## config.mk

```make
export PLATFORM = sky130hd
export DESIGN_NAME = range_threshold_histogram_unit_flat
export DESIGN_NICKNAME = d
export VERILOG_FILES = /design/src/design/rth_pkg.sv /design/src/design/rth_if.sv /design/src/design/rth_csr.sv /design/src/design/range_threshold_histogram_unit.sv /design/src/flat_wrapper.sv
export SDC_FILE = /design/constraint.sdc
export NUM_CORES = 1
export LEC_CHECK = 0
export BUFFER_PORTS_ARGS = -buffer_cell sky130_fd_sc_hd__buf_2
export CAP_MARGIN = 0
export CORE_MARGIN = 10
export CORE_UTILIZATION = 55
export DETAILED_ROUTE_END_ITERATION = 16
export MAX_ROUTING_LAYER = met4
export PLACE_DENSITY = 0.72
export SYNTH_ARGS = -nofsm -noshare
export SYNTH_HDL_FRONTEND = slang
export SYNTH_SLANG_ARGS = --single-unit
```

## constraint.sdc

```tcl
create_clock -name clock -period 19 [get_ports clock]
set_input_delay 1.9 -clock clock [delete_from_list [all_inputs] [get_ports clock]]
set_output_delay 1.9 -clock clock [all_outputs]
set_load 0.01 [all_outputs]
```

## src/design/rth_pkg.sv

```systemverilog
// Package for the range threshold histogram block.
// Holds widths, register codes, reset values and the configuration struct.
// No dependencies.
package rth_pkg;

   localparam int MAX_THRESHOLDS = 7;
   localparam int COUNT_WIDTH    = 16;
   localparam int RANGE_WIDTH    = 20;

   // Fixed field widths of the ports
   localparam int RANGE_FIELD_WIDTH = 20;
   localparam int THR_WIDTH         = 20;
   localparam int TCOUNT_WIDTH      = 3;
   localparam int BIN_FIELD_WIDTH   = 3;
   localparam int COUNT_FIELD_WIDTH = 16;
   localparam int NUM_THR_REGS      = 7;

   localparam int CSR_ADDR_WIDTH = 5;
   localparam int CSR_DATA_WIDTH = 32;

   localparam int N_BINS        = MAX_THRESHOLDS + 1;
   localparam int BIN_IDX_WIDTH = (N_BINS > 1) ? $clog2(N_BINS) : 1;
   localparam int CMP_WIDTH     = (RANGE_WIDTH > THR_WIDTH) ? RANGE_WIDTH : THR_WIDTH;

   localparam logic [NUM_THR_REGS-1:0][THR_WIDTH-1:0] THR_RESET = {
      20'd1048575, 20'd1048575, 20'd1048575, 20'd25000, 20'd4000, 20'd1000, 20'd350
   };
   localparam logic [TCOUNT_WIDTH-1:0] TCOUNT_RESET = 3'd4;

   typedef enum logic [2:0] {
      REG_THRESHOLD_0,
      REG_THRESHOLD_1,
      REG_THRESHOLD_2,
      REG_THRESHOLD_3,
      REG_THRESHOLD_4,
      REG_THRESHOLD_5,
      REG_THRESHOLD_6,
      REG_THRESHOLD_COUNT
   } reg_index_type;

   typedef struct packed {
      logic [NUM_THR_REGS-1:0][THR_WIDTH-1:0] threshold;
      logic [TCOUNT_WIDTH-1:0]                threshold_count;
   } cfg_type;

endpackage

```

## src/design/rth_if.sv

```systemverilog
// Channel interfaces for the range threshold histogram block.
// rth_req_if carries range samples, rth_rsp_if carries bin results.
// Depends on rth_pkg.
interface rth_req_if;
   import rth_pkg::*;
   logic                         valid;
   logic                         ready;
   logic [RANGE_FIELD_WIDTH-1:0] range_mm;
   logic                         range_invalid;
   logic                         scan_end;

   modport source (output valid, output range_mm, output range_invalid, output scan_end,
                   input ready);
   modport sink (input valid, input range_mm, input range_invalid, input scan_end,
                 output ready);
endinterface

interface rth_rsp_if;
   import rth_pkg::*;
   logic                         valid;
   logic                         ready;
   logic [BIN_FIELD_WIDTH-1:0]   bin_index;
   logic [COUNT_FIELD_WIDTH-1:0] bin_count;
   logic [RANGE_FIELD_WIDTH-1:0] scan_minimum;
   logic [RANGE_FIELD_WIDTH-1:0] scan_maximum;
   logic                         no_valid_sample;
   logic                         last_bin;

   modport source (output valid, output bin_index, output bin_count, output scan_minimum,
                   output scan_maximum, output no_valid_sample, output last_bin,
                   input ready);
   modport sink (input valid, input bin_index, input bin_count, input scan_minimum,
                 input scan_maximum, input no_valid_sample, input last_bin,
                 output ready);
endinterface

```

## src/design/rth_csr.sv

```systemverilog
// APB-style register file for the range threshold histogram block.
// Holds the bin thresholds and the threshold count. Depends on rth_pkg.
module rth_csr (
   input  logic                               clock,
   input  logic                               reset,
   input  logic                               csr_psel,
   input  logic                               csr_penable,
   input  logic                               csr_pwrite,
   input  logic [rth_pkg::CSR_ADDR_WIDTH-1:0] csr_paddr,
   input  logic [rth_pkg::CSR_DATA_WIDTH-1:0] csr_pwdata,
   output logic [rth_pkg::CSR_DATA_WIDTH-1:0] csr_prdata,
   output logic                               csr_pready,
   output rth_pkg::cfg_type                   cfg
);
   import rth_pkg::*;

   cfg_type       cfg_ff;
   cfg_type       cfg_in;
   reg_index_type reg_sel;
   logic          wr_en;

   assign csr_pready = 1'b1;
   assign reg_sel    = reg_index_type'(csr_paddr[CSR_ADDR_WIDTH-1:2]);
   assign wr_en      = csr_psel && csr_penable && csr_pwrite && csr_pready;

   always_comb begin
      cfg_in = cfg_ff;
      if (wr_en) begin
         unique case (reg_sel)
            REG_THRESHOLD_0:     cfg_in.threshold[0] = csr_pwdata[THR_WIDTH-1:0];
            REG_THRESHOLD_1:     cfg_in.threshold[1] = csr_pwdata[THR_WIDTH-1:0];
            REG_THRESHOLD_2:     cfg_in.threshold[2] = csr_pwdata[THR_WIDTH-1:0];
            REG_THRESHOLD_3:     cfg_in.threshold[3] = csr_pwdata[THR_WIDTH-1:0];
            REG_THRESHOLD_4:     cfg_in.threshold[4] = csr_pwdata[THR_WIDTH-1:0];
            REG_THRESHOLD_5:     cfg_in.threshold[5] = csr_pwdata[THR_WIDTH-1:0];
            REG_THRESHOLD_6:     cfg_in.threshold[6] = csr_pwdata[THR_WIDTH-1:0];
            REG_THRESHOLD_COUNT: cfg_in.threshold_count = csr_pwdata[TCOUNT_WIDTH-1:0];
         endcase
      end
   end

   always_comb begin
      unique case (reg_sel)
         REG_THRESHOLD_0:     csr_prdata = CSR_DATA_WIDTH'(cfg_ff.threshold[0]);
         REG_THRESHOLD_1:     csr_prdata = CSR_DATA_WIDTH'(cfg_ff.threshold[1]);
         REG_THRESHOLD_2:     csr_prdata = CSR_DATA_WIDTH'(cfg_ff.threshold[2]);
         REG_THRESHOLD_3:     csr_prdata = CSR_DATA_WIDTH'(cfg_ff.threshold[3]);
         REG_THRESHOLD_4:     csr_prdata = CSR_DATA_WIDTH'(cfg_ff.threshold[4]);
         REG_THRESHOLD_5:     csr_prdata = CSR_DATA_WIDTH'(cfg_ff.threshold[5]);
         REG_THRESHOLD_6:     csr_prdata = CSR_DATA_WIDTH'(cfg_ff.threshold[6]);
         REG_THRESHOLD_COUNT: csr_prdata = CSR_DATA_WIDTH'(cfg_ff.threshold_count);
      endcase
   end

   always_ff @(posedge clock) begin
      if (reset) begin
         cfg_ff.threshold       <= THR_RESET;
         cfg_ff.threshold_count <= TCOUNT_RESET;
      end else begin
         cfg_ff <= cfg_in;
      end
   end

   assign cfg = cfg_ff;

endmodule

```

## src/design/range_threshold_histogram_unit.sv

```systemverilog
// Top level of the range threshold histogram block: per-sample bin counting,
// scan min/max tracking and result drain. Depends on rth_pkg, rth_if, rth_csr.
//
// Takes one range sample per clock. Every sample is compared against all
// thresholds in parallel and the live bin counters, minimum and maximum are
// updated in the cycle it is accepted. A sample marked scan_end copies the
// finished histogram into a result bank and clears the live counters, so the
// next scan starts counting at once. The bank then delivers one result word
// per cycle while rsp.ready is high, threshold_count + 1 words per scan (none
// when the count is zero). A further scan_end sample waits on the request
// channel until the bank has delivered its last word; ordinary samples keep
// flowing meanwhile, and only the scan_end sample is held.
// Configuration registers hold their values through reset-free operation and
// take effect from the next accepted sample.
module range_threshold_histogram_unit (
   input  logic                               clock,
   input  logic                               reset,
   rth_req_if.sink                            req,
   rth_rsp_if.source                          rsp,
   input  logic                               csr_psel,
   input  logic                               csr_penable,
   input  logic                               csr_pwrite,
   input  logic [rth_pkg::CSR_ADDR_WIDTH-1:0] csr_paddr,
   input  logic [rth_pkg::CSR_DATA_WIDTH-1:0] csr_pwdata,
   output logic [rth_pkg::CSR_DATA_WIDTH-1:0] csr_prdata,
   output logic                               csr_pready
);
   import rth_pkg::*;

   cfg_type cfg;

   // Live scan state
   logic [COUNT_WIDTH-1:0] count_ff [N_BINS];
   logic [COUNT_WIDTH-1:0] count_in [N_BINS];
   logic [RANGE_WIDTH-1:0] min_ff, min_in;
   logic [RANGE_WIDTH-1:0] max_ff, max_in;
   logic                   seen_ff, seen_in;

   // Result bank
   logic [COUNT_WIDTH-1:0]   snap_count_ff [N_BINS];
   logic [RANGE_WIDTH-1:0]   snap_min_ff;
   logic [RANGE_WIDTH-1:0]   snap_max_ff;
   logic                     snap_seen_ff;
   logic [BIN_IDX_WIDTH-1:0] snap_last_ff;
   logic                     busy_ff, busy_in;
   logic [BIN_IDX_WIDTH-1:0] idx_ff, idx_in;

   logic                     accept;
   logic                     sample_ok;
   logic                     load_bank;
   logic                     rsp_take;
   logic [BIN_IDX_WIDTH-1:0] used_thr;
   logic [RANGE_WIDTH-1:0]   range_val;
   logic [N_BINS-1:0]        le;
   logic [N_BINS-1:0]        hit;

   rth_csr u_csr (
      .clock       (clock),
      .reset       (reset),
      .csr_psel    (csr_psel),
      .csr_penable (csr_penable),
      .csr_pwrite  (csr_pwrite),
      .csr_paddr   (csr_paddr),
      .csr_pwdata  (csr_pwdata),
      .csr_prdata  (csr_prdata),
      .csr_pready  (csr_pready),
      .cfg         (cfg)
   );

   // Hold a new scan_end until the bank has drained
   assign req.ready = !(busy_ff && req.scan_end);
   assign accept    = req.valid && req.ready;

   assign used_thr  = (cfg.threshold_count > TCOUNT_WIDTH'(MAX_THRESHOLDS))
                      ? BIN_IDX_WIDTH'(MAX_THRESHOLDS)
                      : BIN_IDX_WIDTH'(cfg.threshold_count);
   assign range_val = RANGE_WIDTH'(req.range_mm);
   assign sample_ok = accept && !req.range_invalid && (used_thr != '0);
   assign load_bank = accept && req.scan_end && (used_thr != '0);

   for (genvar k = 0; k < N_BINS; k++) begin : g_bin
      if (k < MAX_THRESHOLDS) begin : g_le
         assign le[k] = CMP_WIDTH'(range_val) <= CMP_WIDTH'(cfg.threshold[k]);
      end else begin : g_top
         assign le[k] = 1'b0;
      end

      if (k == 0) begin : g_first
         assign hit[k] = sample_ok && le[0];
      end else begin : g_rest
         // Middle bin is bounded on both sides, the top bin only below
         assign hit[k] = sample_ok &&
                         (((BIN_IDX_WIDTH'(k) < used_thr) && !le[k-1] && le[k]) ||
                          ((BIN_IDX_WIDTH'(k) == used_thr) && !le[k-1]));
      end

      always_comb begin
         count_in[k] = count_ff[k];
         if (hit[k] && (count_ff[k] != {COUNT_WIDTH{1'b1}})) begin
            count_in[k] = count_ff[k] + COUNT_WIDTH'(1);
         end
      end
   end

   always_comb begin
      min_in  = min_ff;
      max_in  = max_ff;
      seen_in = seen_ff || sample_ok;
      if (sample_ok && (range_val < min_ff)) begin
         min_in = range_val;
      end
      if (sample_ok && (range_val > max_ff)) begin
         max_in = range_val;
      end
   end

   always_ff @(posedge clock) begin
      if (reset || (accept && req.scan_end)) begin
         for (int k = 0; k < N_BINS; k++) begin
            count_ff[k] <= '0;
         end
         min_ff  <= {RANGE_WIDTH{1'b1}};
         max_ff  <= '0;
         seen_ff <= 1'b0;
      end else begin
         count_ff <= count_in;
         min_ff   <= min_in;
         max_ff   <= max_in;
         seen_ff  <= seen_in;
      end
   end

   // Bank payload: capture the histogram including the closing sample
   always_ff @(posedge clock) begin
      if (load_bank) begin
         snap_count_ff <= count_in;
         snap_min_ff   <= min_in;
         snap_max_ff   <= max_in;
         snap_seen_ff  <= seen_in;
         snap_last_ff  <= used_thr;
      end
   end

   assign rsp_take = rsp.valid && rsp.ready;

   always_comb begin
      busy_in = busy_ff;
      idx_in  = idx_ff;
      priority if (load_bank) begin
         busy_in = 1'b1;
         idx_in  = '0;
      end else if (rsp_take) begin
         if (idx_ff == snap_last_ff) begin
            busy_in = 1'b0;
         end else begin
            idx_in = idx_ff + BIN_IDX_WIDTH'(1);
         end
      end
   end

   always_ff @(posedge clock) begin
      if (reset) begin
         busy_ff <= 1'b0;
         idx_ff  <= '0;
      end else begin
         busy_ff <= busy_in;
         idx_ff  <= idx_in;
      end
   end

   assign rsp.valid           = busy_ff;
   assign rsp.bin_index       = BIN_FIELD_WIDTH'(idx_ff);
   assign rsp.bin_count       = COUNT_FIELD_WIDTH'(snap_count_ff[idx_ff]);
   assign rsp.scan_minimum    = snap_seen_ff ? RANGE_FIELD_WIDTH'(snap_min_ff) : '0;
   assign rsp.scan_maximum    = snap_seen_ff ? RANGE_FIELD_WIDTH'(snap_max_ff) : '0;
   assign rsp.no_valid_sample = !snap_seen_ff;
   assign rsp.last_bin        = (idx_ff == snap_last_ff);

`ifndef SYNTHESIS
   a_idx_in_range: assert property (@(posedge clock) disable iff (reset)
      busy_ff |-> (idx_ff <= snap_last_ff))
      else $error("result index past last bin");

   a_no_overlap: assert property (@(posedge clock) disable iff (reset)
      (req.valid && req.ready && req.scan_end) |-> !busy_ff)
      else $error("scan end taken while results still pending");

   a_drain_done: assert property (@(posedge clock) disable iff (reset)
      (rsp.valid && rsp.ready && rsp.last_bin) |=> !rsp.valid)
      else $error("results continue after last bin");

   a_empty_scan: assert property (@(posedge clock) disable iff (reset)
      (rsp.valid && rsp.no_valid_sample) |->
         ((rsp.scan_minimum == '0) && (rsp.scan_maximum == '0)))
      else $error("min/max nonzero for empty scan");
`endif

endmodule

```

## src/flat_wrapper.sv

```systemverilog
// flat-port wrapper written by rule: the top's interface ports become plain ports
module range_threshold_histogram_unit_flat import rth_pkg::*;
  (clock, reset, csr_psel, csr_penable, csr_pwrite, csr_paddr, csr_pwdata, csr_prdata, csr_pready, req_valid, req_range_mm, req_range_invalid, req_scan_end, req_ready, rsp_valid, rsp_bin_index, rsp_bin_count, rsp_scan_minimum, rsp_scan_maximum, rsp_no_valid_sample, rsp_last_bin, rsp_ready);
  rth_req_if req_i ();
  rth_rsp_if rsp_i ();
  input  logic clock;
  input  logic reset;
  input  logic csr_psel;
  input  logic csr_penable;
  input  logic csr_pwrite;
  input  logic [rth_pkg::CSR_ADDR_WIDTH-1:0] csr_paddr;
  input  logic [rth_pkg::CSR_DATA_WIDTH-1:0] csr_pwdata;
  output logic [rth_pkg::CSR_DATA_WIDTH-1:0] csr_prdata;
  output logic csr_pready;
  input wire logic [$bits(req_i.valid)-1:0] req_valid;
  input wire logic [$bits(req_i.range_mm)-1:0] req_range_mm;
  input wire logic [$bits(req_i.range_invalid)-1:0] req_range_invalid;
  input wire logic [$bits(req_i.scan_end)-1:0] req_scan_end;
  output wire logic [$bits(req_i.ready)-1:0] req_ready;
  output wire logic [$bits(rsp_i.valid)-1:0] rsp_valid;
  output wire logic [$bits(rsp_i.bin_index)-1:0] rsp_bin_index;
  output wire logic [$bits(rsp_i.bin_count)-1:0] rsp_bin_count;
  output wire logic [$bits(rsp_i.scan_minimum)-1:0] rsp_scan_minimum;
  output wire logic [$bits(rsp_i.scan_maximum)-1:0] rsp_scan_maximum;
  output wire logic [$bits(rsp_i.no_valid_sample)-1:0] rsp_no_valid_sample;
  output wire logic [$bits(rsp_i.last_bin)-1:0] rsp_last_bin;
  input wire logic [$bits(rsp_i.ready)-1:0] rsp_ready;
  assign req_i.valid = req_valid;
  assign req_i.range_mm = req_range_mm;
  assign req_i.range_invalid = req_range_invalid;
  assign req_i.scan_end = req_scan_end;
  assign req_ready = req_i.ready;
  assign rsp_valid = rsp_i.valid;
  assign rsp_bin_index = rsp_i.bin_index;
  assign rsp_bin_count = rsp_i.bin_count;
  assign rsp_scan_minimum = rsp_i.scan_minimum;
  assign rsp_scan_maximum = rsp_i.scan_maximum;
  assign rsp_no_valid_sample = rsp_i.no_valid_sample;
  assign rsp_last_bin = rsp_i.last_bin;
  assign rsp_i.ready = rsp_ready;
  range_threshold_histogram_unit u_core (.clock(clock), .reset(reset), .req(req_i), .rsp(rsp_i), .csr_psel(csr_psel), .csr_penable(csr_penable), .csr_pwrite(csr_pwrite), .csr_paddr(csr_paddr), .csr_pwdata(csr_pwdata), .csr_prdata(csr_prdata), .csr_pready(csr_pready));
endmodule
```

Word level (Yosys, flattened, before mapping):

Cells that the tools add are included.

* input bits: 66
* bits in latches: 0
* bits in writable memories: 0
* memories kept: 0
* logic and storage cells: 183
* register bits: 488
* bits in read-only memories: 0

* $mul: 0
* divide/modulo/power cells: 0
* multiplexer cells: 20
* bitwise logic cells: 2
* shift operators: 0
* add/sub/neg operators: 9
* eq/ne operators: 23
* reductions and logical operators: 79
* magnitude comparators: 17

Operators with widths (count)
* $pmux W32 S8: 1
* $mux W16: 10
* $le A20 B20 Y1: 7
* $add A16 B1 Y16 const B: 8
* $ne A16 B16 Y1 const B: 8
* $mux W20: 4
* $bmux W16 S3: 1
* $logic_and A1 B1 Y1: 46
* $gt A20 B20 Y1: 1
* $lt A20 B20 Y1: 1
* $reduce_and A2 Y1: 10
* $eq A3 B3 Y1 const A: 4
* $eq A3 B3 Y1 const B: 4
* $logic_not A1 Y1: 10
* $lt A3 B3 Y1 const A: 3
* $logic_or A1 B1 Y1: 8
* $eq A2 B3 Y1 const A: 2
* $eq A3 B2 Y1 const B: 2
* $lt A2 B3 Y1 const A: 2
* $ge A4 B4 Y1 const B: 1
* $not A3 Y4: 1
* $reduce_bool A2 Y1: 2
* $add A3 B1 Y3 const B: 1
* $eq A1 B3 Y1 const A: 1
* other kinds (10): 12

Logic depth before layout (Yosys ltp):

* depth after elaboration: 9
* gate-level depth with buffers: 11
* mapped depth without buffers: 10

Hierarchy:

Synthesis repeated with hierarchy kept, for this count alone.

* cell total of the unflattened synthesis: 2749
* area, all modules: 26424.1 um^2

Modules (own cells, without submodules)
* range_threshold_histogram_unit: area an instance 19847.8 um^2, times used 1, sequential area each 8628.3 um^2, cells an instance 1909
* rth_csr: area an instance 6576.3 um^2, times used 1, sequential area each 2862.7 um^2, cells an instance 840

Worst setup path after synthesis:

OpenSTA, ideal clock, no wires.

* path kind: input to register
* start point: input req_valid
* end point: register u_core.snap_count_ff[0] in the netlist's numbering, enable pin
* stages on the path: 2
* arrival: 13.734 ns
* path slack: 4.341 ns
* data required time: 18.075 ns
* cells stage by stage: nand2_1 nor3_1

* word-level cells in the longest chain between the ends: 3

RTL lines
* from (decl): line flat_wrapper.sv:15 `input wire logic [$bits(req_i.valid)-1:0] req_valid;`
* $logic_and A1 B1 Y1: line range_threshold_histogram_unit.sv:72 `assign accept = req.valid && req.ready;`
* $logic_and A1 B1 Y1 (2 in a row): line range_threshold_histogram_unit.sv:79 `assign load_bank = accept && req.scan_end && (used_thr != '0);`
* to (signal assigned): line range_threshold_histogram_unit.sv:136 `snap_count_ff <= count_in;`
* to (decl): line range_threshold_histogram_unit.sv:40 `logic [COUNT_WIDTH-1:0] snap_count_ff [N_BINS];`

No other way between the ends.
A chain may end at the register's enable or synchronous reset.

Worst setup path after layout:

* start point: input csr_paddr[4] in the netlist's numbering
* end point: output csr_prdata[0] in the netlist's numbering

* word-level cells in the longest chain between the ends: 2
* elaborated cells on any way between the ends: 9
* classes of those cells: 7 x eq/ne; 1 x mux; 1 x reduce/logical

RTL lines
* from (decl): line flat_wrapper.sv:11 `input logic [rth_pkg::CSR_ADDR_WIDTH-1:0] csr_paddr;`
* $eq A3 B3 Y1, or another cell as far along: line rth_csr.sv:43 `unique case (reg_sel)`
* $pmux W32 S8 *: line rth_csr.sv:43
* to (decl): line flat_wrapper.sv:13 `output logic [rth_pkg::CSR_DATA_WIDTH-1:0] csr_prdata;`

Mark *: on every way between the ends. The rest lies on a longest branch, timed or not. The select of a mux whose other input is x is not followed.

==> results by group <==
Cells and area
  – Share of cells above drive strength 1: 0.134
  – Most common cell after layout, fill and taps aside: dfxtp_1
  – Nets: 2978
  – Util after Layout: 0.622
  – Finished Cell Area: 29000 um^2
  – Area Growth Syn to Fin: 11.5%
  – Most frequent cells in the layout: dfxtp_1, nand2_1, inv_1

Global routing
  – Number of global-route vias before repair: 19900
  – GRT Util Overall: 0.258
  – Initial antenna violation count: 5
  – First-pass GRT wire length: 112000 um
  – Global Route met2 Usage: 0.416
  – GR Util met1: 0.317
  – Global route hottest layer: met2
  – GRT met3 Usage: 0.0407
  – Congestion Overflow GR: 0
  – Largest net degree at the start of global routing: 100

Timing
  – Fin Hold WS: 0.455 ns
  – Fin Setup TNS: 0 ns
  – FMAX: 154 MHz
  – RSZ-0062 raised after global routing: false
  – Final Worst Setup Slack: 12.52 ns
  – Final Cycle Share: 0.341
  – Max Slew Vio Count: 0
  – Post-route minimum period: 6.48 ns
  – Relative slew slack: 0.146
  – Final setup violation count: 0
  – Final hold vios: 0
  – Worst slew pin tran: 1.27 ns
  – Worst clock skew: 0.0208 ns

Clock network
  – CTS Hold Buffers Added: 0
  – CTS tree: yes
  – Post_cts resized: 0
  – # H-tree levels: 2
  – Clock Latency Late Sink: 0.61 ns
  – Clk buf depth: 3
  – Post-CTS Setup Repair Bufs: 0
  – TritonCTS Sinks: 488
  – Worst-path clk slew: around 0.06 ns
  – Num CTS Buffers: 52
  – Root buf cell: clkbuf_16

Critical path
  – Crit path max-delay family: buffers and inverters
  – Worst endpoint required time: 17.10 ns
  – Slowest Stage Delay on Critical Path: 0.87 ns
  – Crit path buf inv count: 4
  – WS Path Type: in2out
  – Most used cell, CP: buf_2
  – Slowest stage cell, crit path: nor2_1
  – Crit end category: output pin
  – Largest fanout on the critical path: 35
  – Startpoint class of the critical path: primary input
  – CP Data Arrival Time: roughly 4.6 ns
  – Worst-path cell chain: buf_2 > buf_4 > inv_1 > nor2_1 > a221oi_1 > a21oi_1 > buf_2

Placed design
  – Setup WS pre-CTS: 12.67 ns
  – DP HPWL: 51300 um
  – Placed inst area: ~27000 um^2
  – Port Buffers: roughly 130
  – Gp weighted congestion: approximately 0.96

Floorplanning
  – Die X: 238 um
  – Die Span Y: 238 um
  – Io pins: 162
  – Core Region: 46700 um^2
  – Initial core utilization: 0.558
  – Row count: 79
  – Die area: 56400 um^2

Route
  – Final antenna-violating net count: 0
  – DR iter-0 viols: 1945
  – Via count: 20400
  – Pre-antenna DRT Iters: 6
  – Final WL: 72500 um
  – Drc violations: 0
  – Routed WL per cell: approximately 21 um
  – Vias per Instance: 6.03

Synthesis
  – Synthesis-stage register bit count: 488
  – Avg Inst Size Synth: 9.85 um^2
  – Synth Cell Area: 26000 um^2
  – Sequential area share after synthesis: 0.442
  – Fraction of registers with async set/reset: 0
  – Synth warnings: 0
  – Synth Flop Type: dfxtp_1
  – Number of flops mapped to enable cells by yosys: 172
  – Library cells used by synthesis: 76
  – Mapped Cells: about 2600

Outcome
  – Outcome: complete, no violations

Power
  – Max VDD drop: approximately 0.000074 V
  – Pleak: 0.0123 uW
  – Pwr dens: 84.7 nW/um^2

Min path
  – Worst Hold Class: reg2reg

Run
  – Max-cap violations: 0
stage by stage:
step | total power [uW] | instances
final | 2460 | 3376
after global routing | 2540 | 3376
after CTS | 2470 | 3371
after detailed placement | 1370 | 3276
after global placement | 1360 | 3276
after floorplan | 1290 | 2653
layout make-up:
| type | count | area (um^2) |
|---|---|---|
| Antenna cell | 4 | 10.0 |
| Multi-Input combinational cell | 1827 | 13300 |
| Clock inverter | 31 | 420 |
| Timing Repair Buffer | 158 | 865 |
| Sequential cell | 488 | 11500 |
| Tap cell | 607 | 759 |
| Fill cell | 3817 | 17600 |
| Inverter | 197 | 739 |
| Clock buffer | 64 | 1430 |
synthesized netlist by cell type (all sizes together) (6+ instances only):
cell | n | area share
inv | 197 | 0.028
nor2b | 13 | 0.0031
nand2b | 10 | 0.0024
or4 | 6 | 0.0019
dfxtp | 316 | 0.24
or3 | 49 | 0.012
and2 | 168 | 0.040
a211o | 85 | 0.029
and3 | 39 | 0.0094
o21ai | 65 | 0.013
nand2 | 283 | 0.041
o211ai | 6 | 0.0017
nor4 | 12 | 0.0037
buf | 29 | 0.0063
clkbuf | 112 | 0.016
nor3b | 6 | 0.0019
mux4 | 43 | 0.037
a221o | 25 | 0.0096
a2111oi | 6 | 0.0037
nand3 | 76 | 0.015
mux2i | 58 | 0.022
nand4 | 65 | 0.016
a221oi | 8 | 0.0032
nor3 | 35 | 0.0073
xnor2 | 67 | 0.023
a22o | 24 | 0.0081
xor2 | 39 | 0.013
ha | 188 | 0.090
and4 | 15 | 0.0051
edfxtp | 172 | 0.20
a21o | 22 | 0.0063
a21oi | 153 | 0.029
o21a | 8 | 0.0023
nor2 | 144 | 0.021
mux2 | 48 | 0.021
final timing paths:
| path | start | endpoint | slack (ns) | cells after the start |
|---|---|---|---|---|
| max | csr_paddr[4] | csr_prdata[0] | 12.52 | 7 |
| max reg2reg | u_core.u_csr.cfg[14] | u_core.snap_count_ff[125] | 14.97 | 10 |
| min reg2reg | u_core.u_csr.cfg[60] | u_core.u_csr.cfg[60] | 0.46 | 2 |
| min | u_core.u_csr.cfg[60] | u_core.u_csr.cfg[60] | 0.46 | 2 |
flip-flops by register name (all words and copies together) (netlist names):
name and cells:
u_core.snap_max_ff 20, u_core.count_ff 128, u_core.min_ff 20, u_core.snap_count_ff 128, u_core.rsp.valid 1, u_core.snap_last_ff 3
u_core.seen_ff 1, u_core.snap_min_ff 20, u_core.max_ff 20, u_core.snap_seen_ff 1, u_core.rsp.bin_index 3, u_core.u_csr.cfg 143
layer usage:
metal | vias to the layer above | part of all wire
met1 | 9845 | 0.41
met2 | 766 | 0.47
met3 | 183 | 0.072
li1 | 9559 | -
met4 | 0 | 0.040
met5 | - | 0
kinds of logic (layout without fill, tap and decap cells):
| group | Yosys count | count (layout) | share of synthesized area |
|---|---|---|---|
| DFF | 488 | 488 | 0.442 |
| adders and majority gates | 188 | 188 | 0.0904 |
| and+or+nand+nor | 931 | 931 | 0.183 |
| xor gates and xnor gates | 106 | 106 | 0.0357 |
| muxes | 149 | 149 | 0.0803 |
| AOI/OAI and AO/OA | 440 | 440 | 0.118 |
| buffers and inverters | 338 | 450 | 0.0508 |
| other | 2 | 17 | 0.000289 |
worst min-delay path, stage by stage (launching register included):
cell and delay (ns):
dfxtp_1 0.31, nand2_1 0.05, a21oi_1 0.05
report_power, final:
| part | total (uW) | internal [uW] | switching (uW) |
|---|---|---|---|
| logic | 234 | 85.2 | 149 |
| registers | 1120 | 1110 | 11.3 |
| clock network | 1100 | 669 | 434 |
No activity file was read; power rests on OpenSTA's default activity.
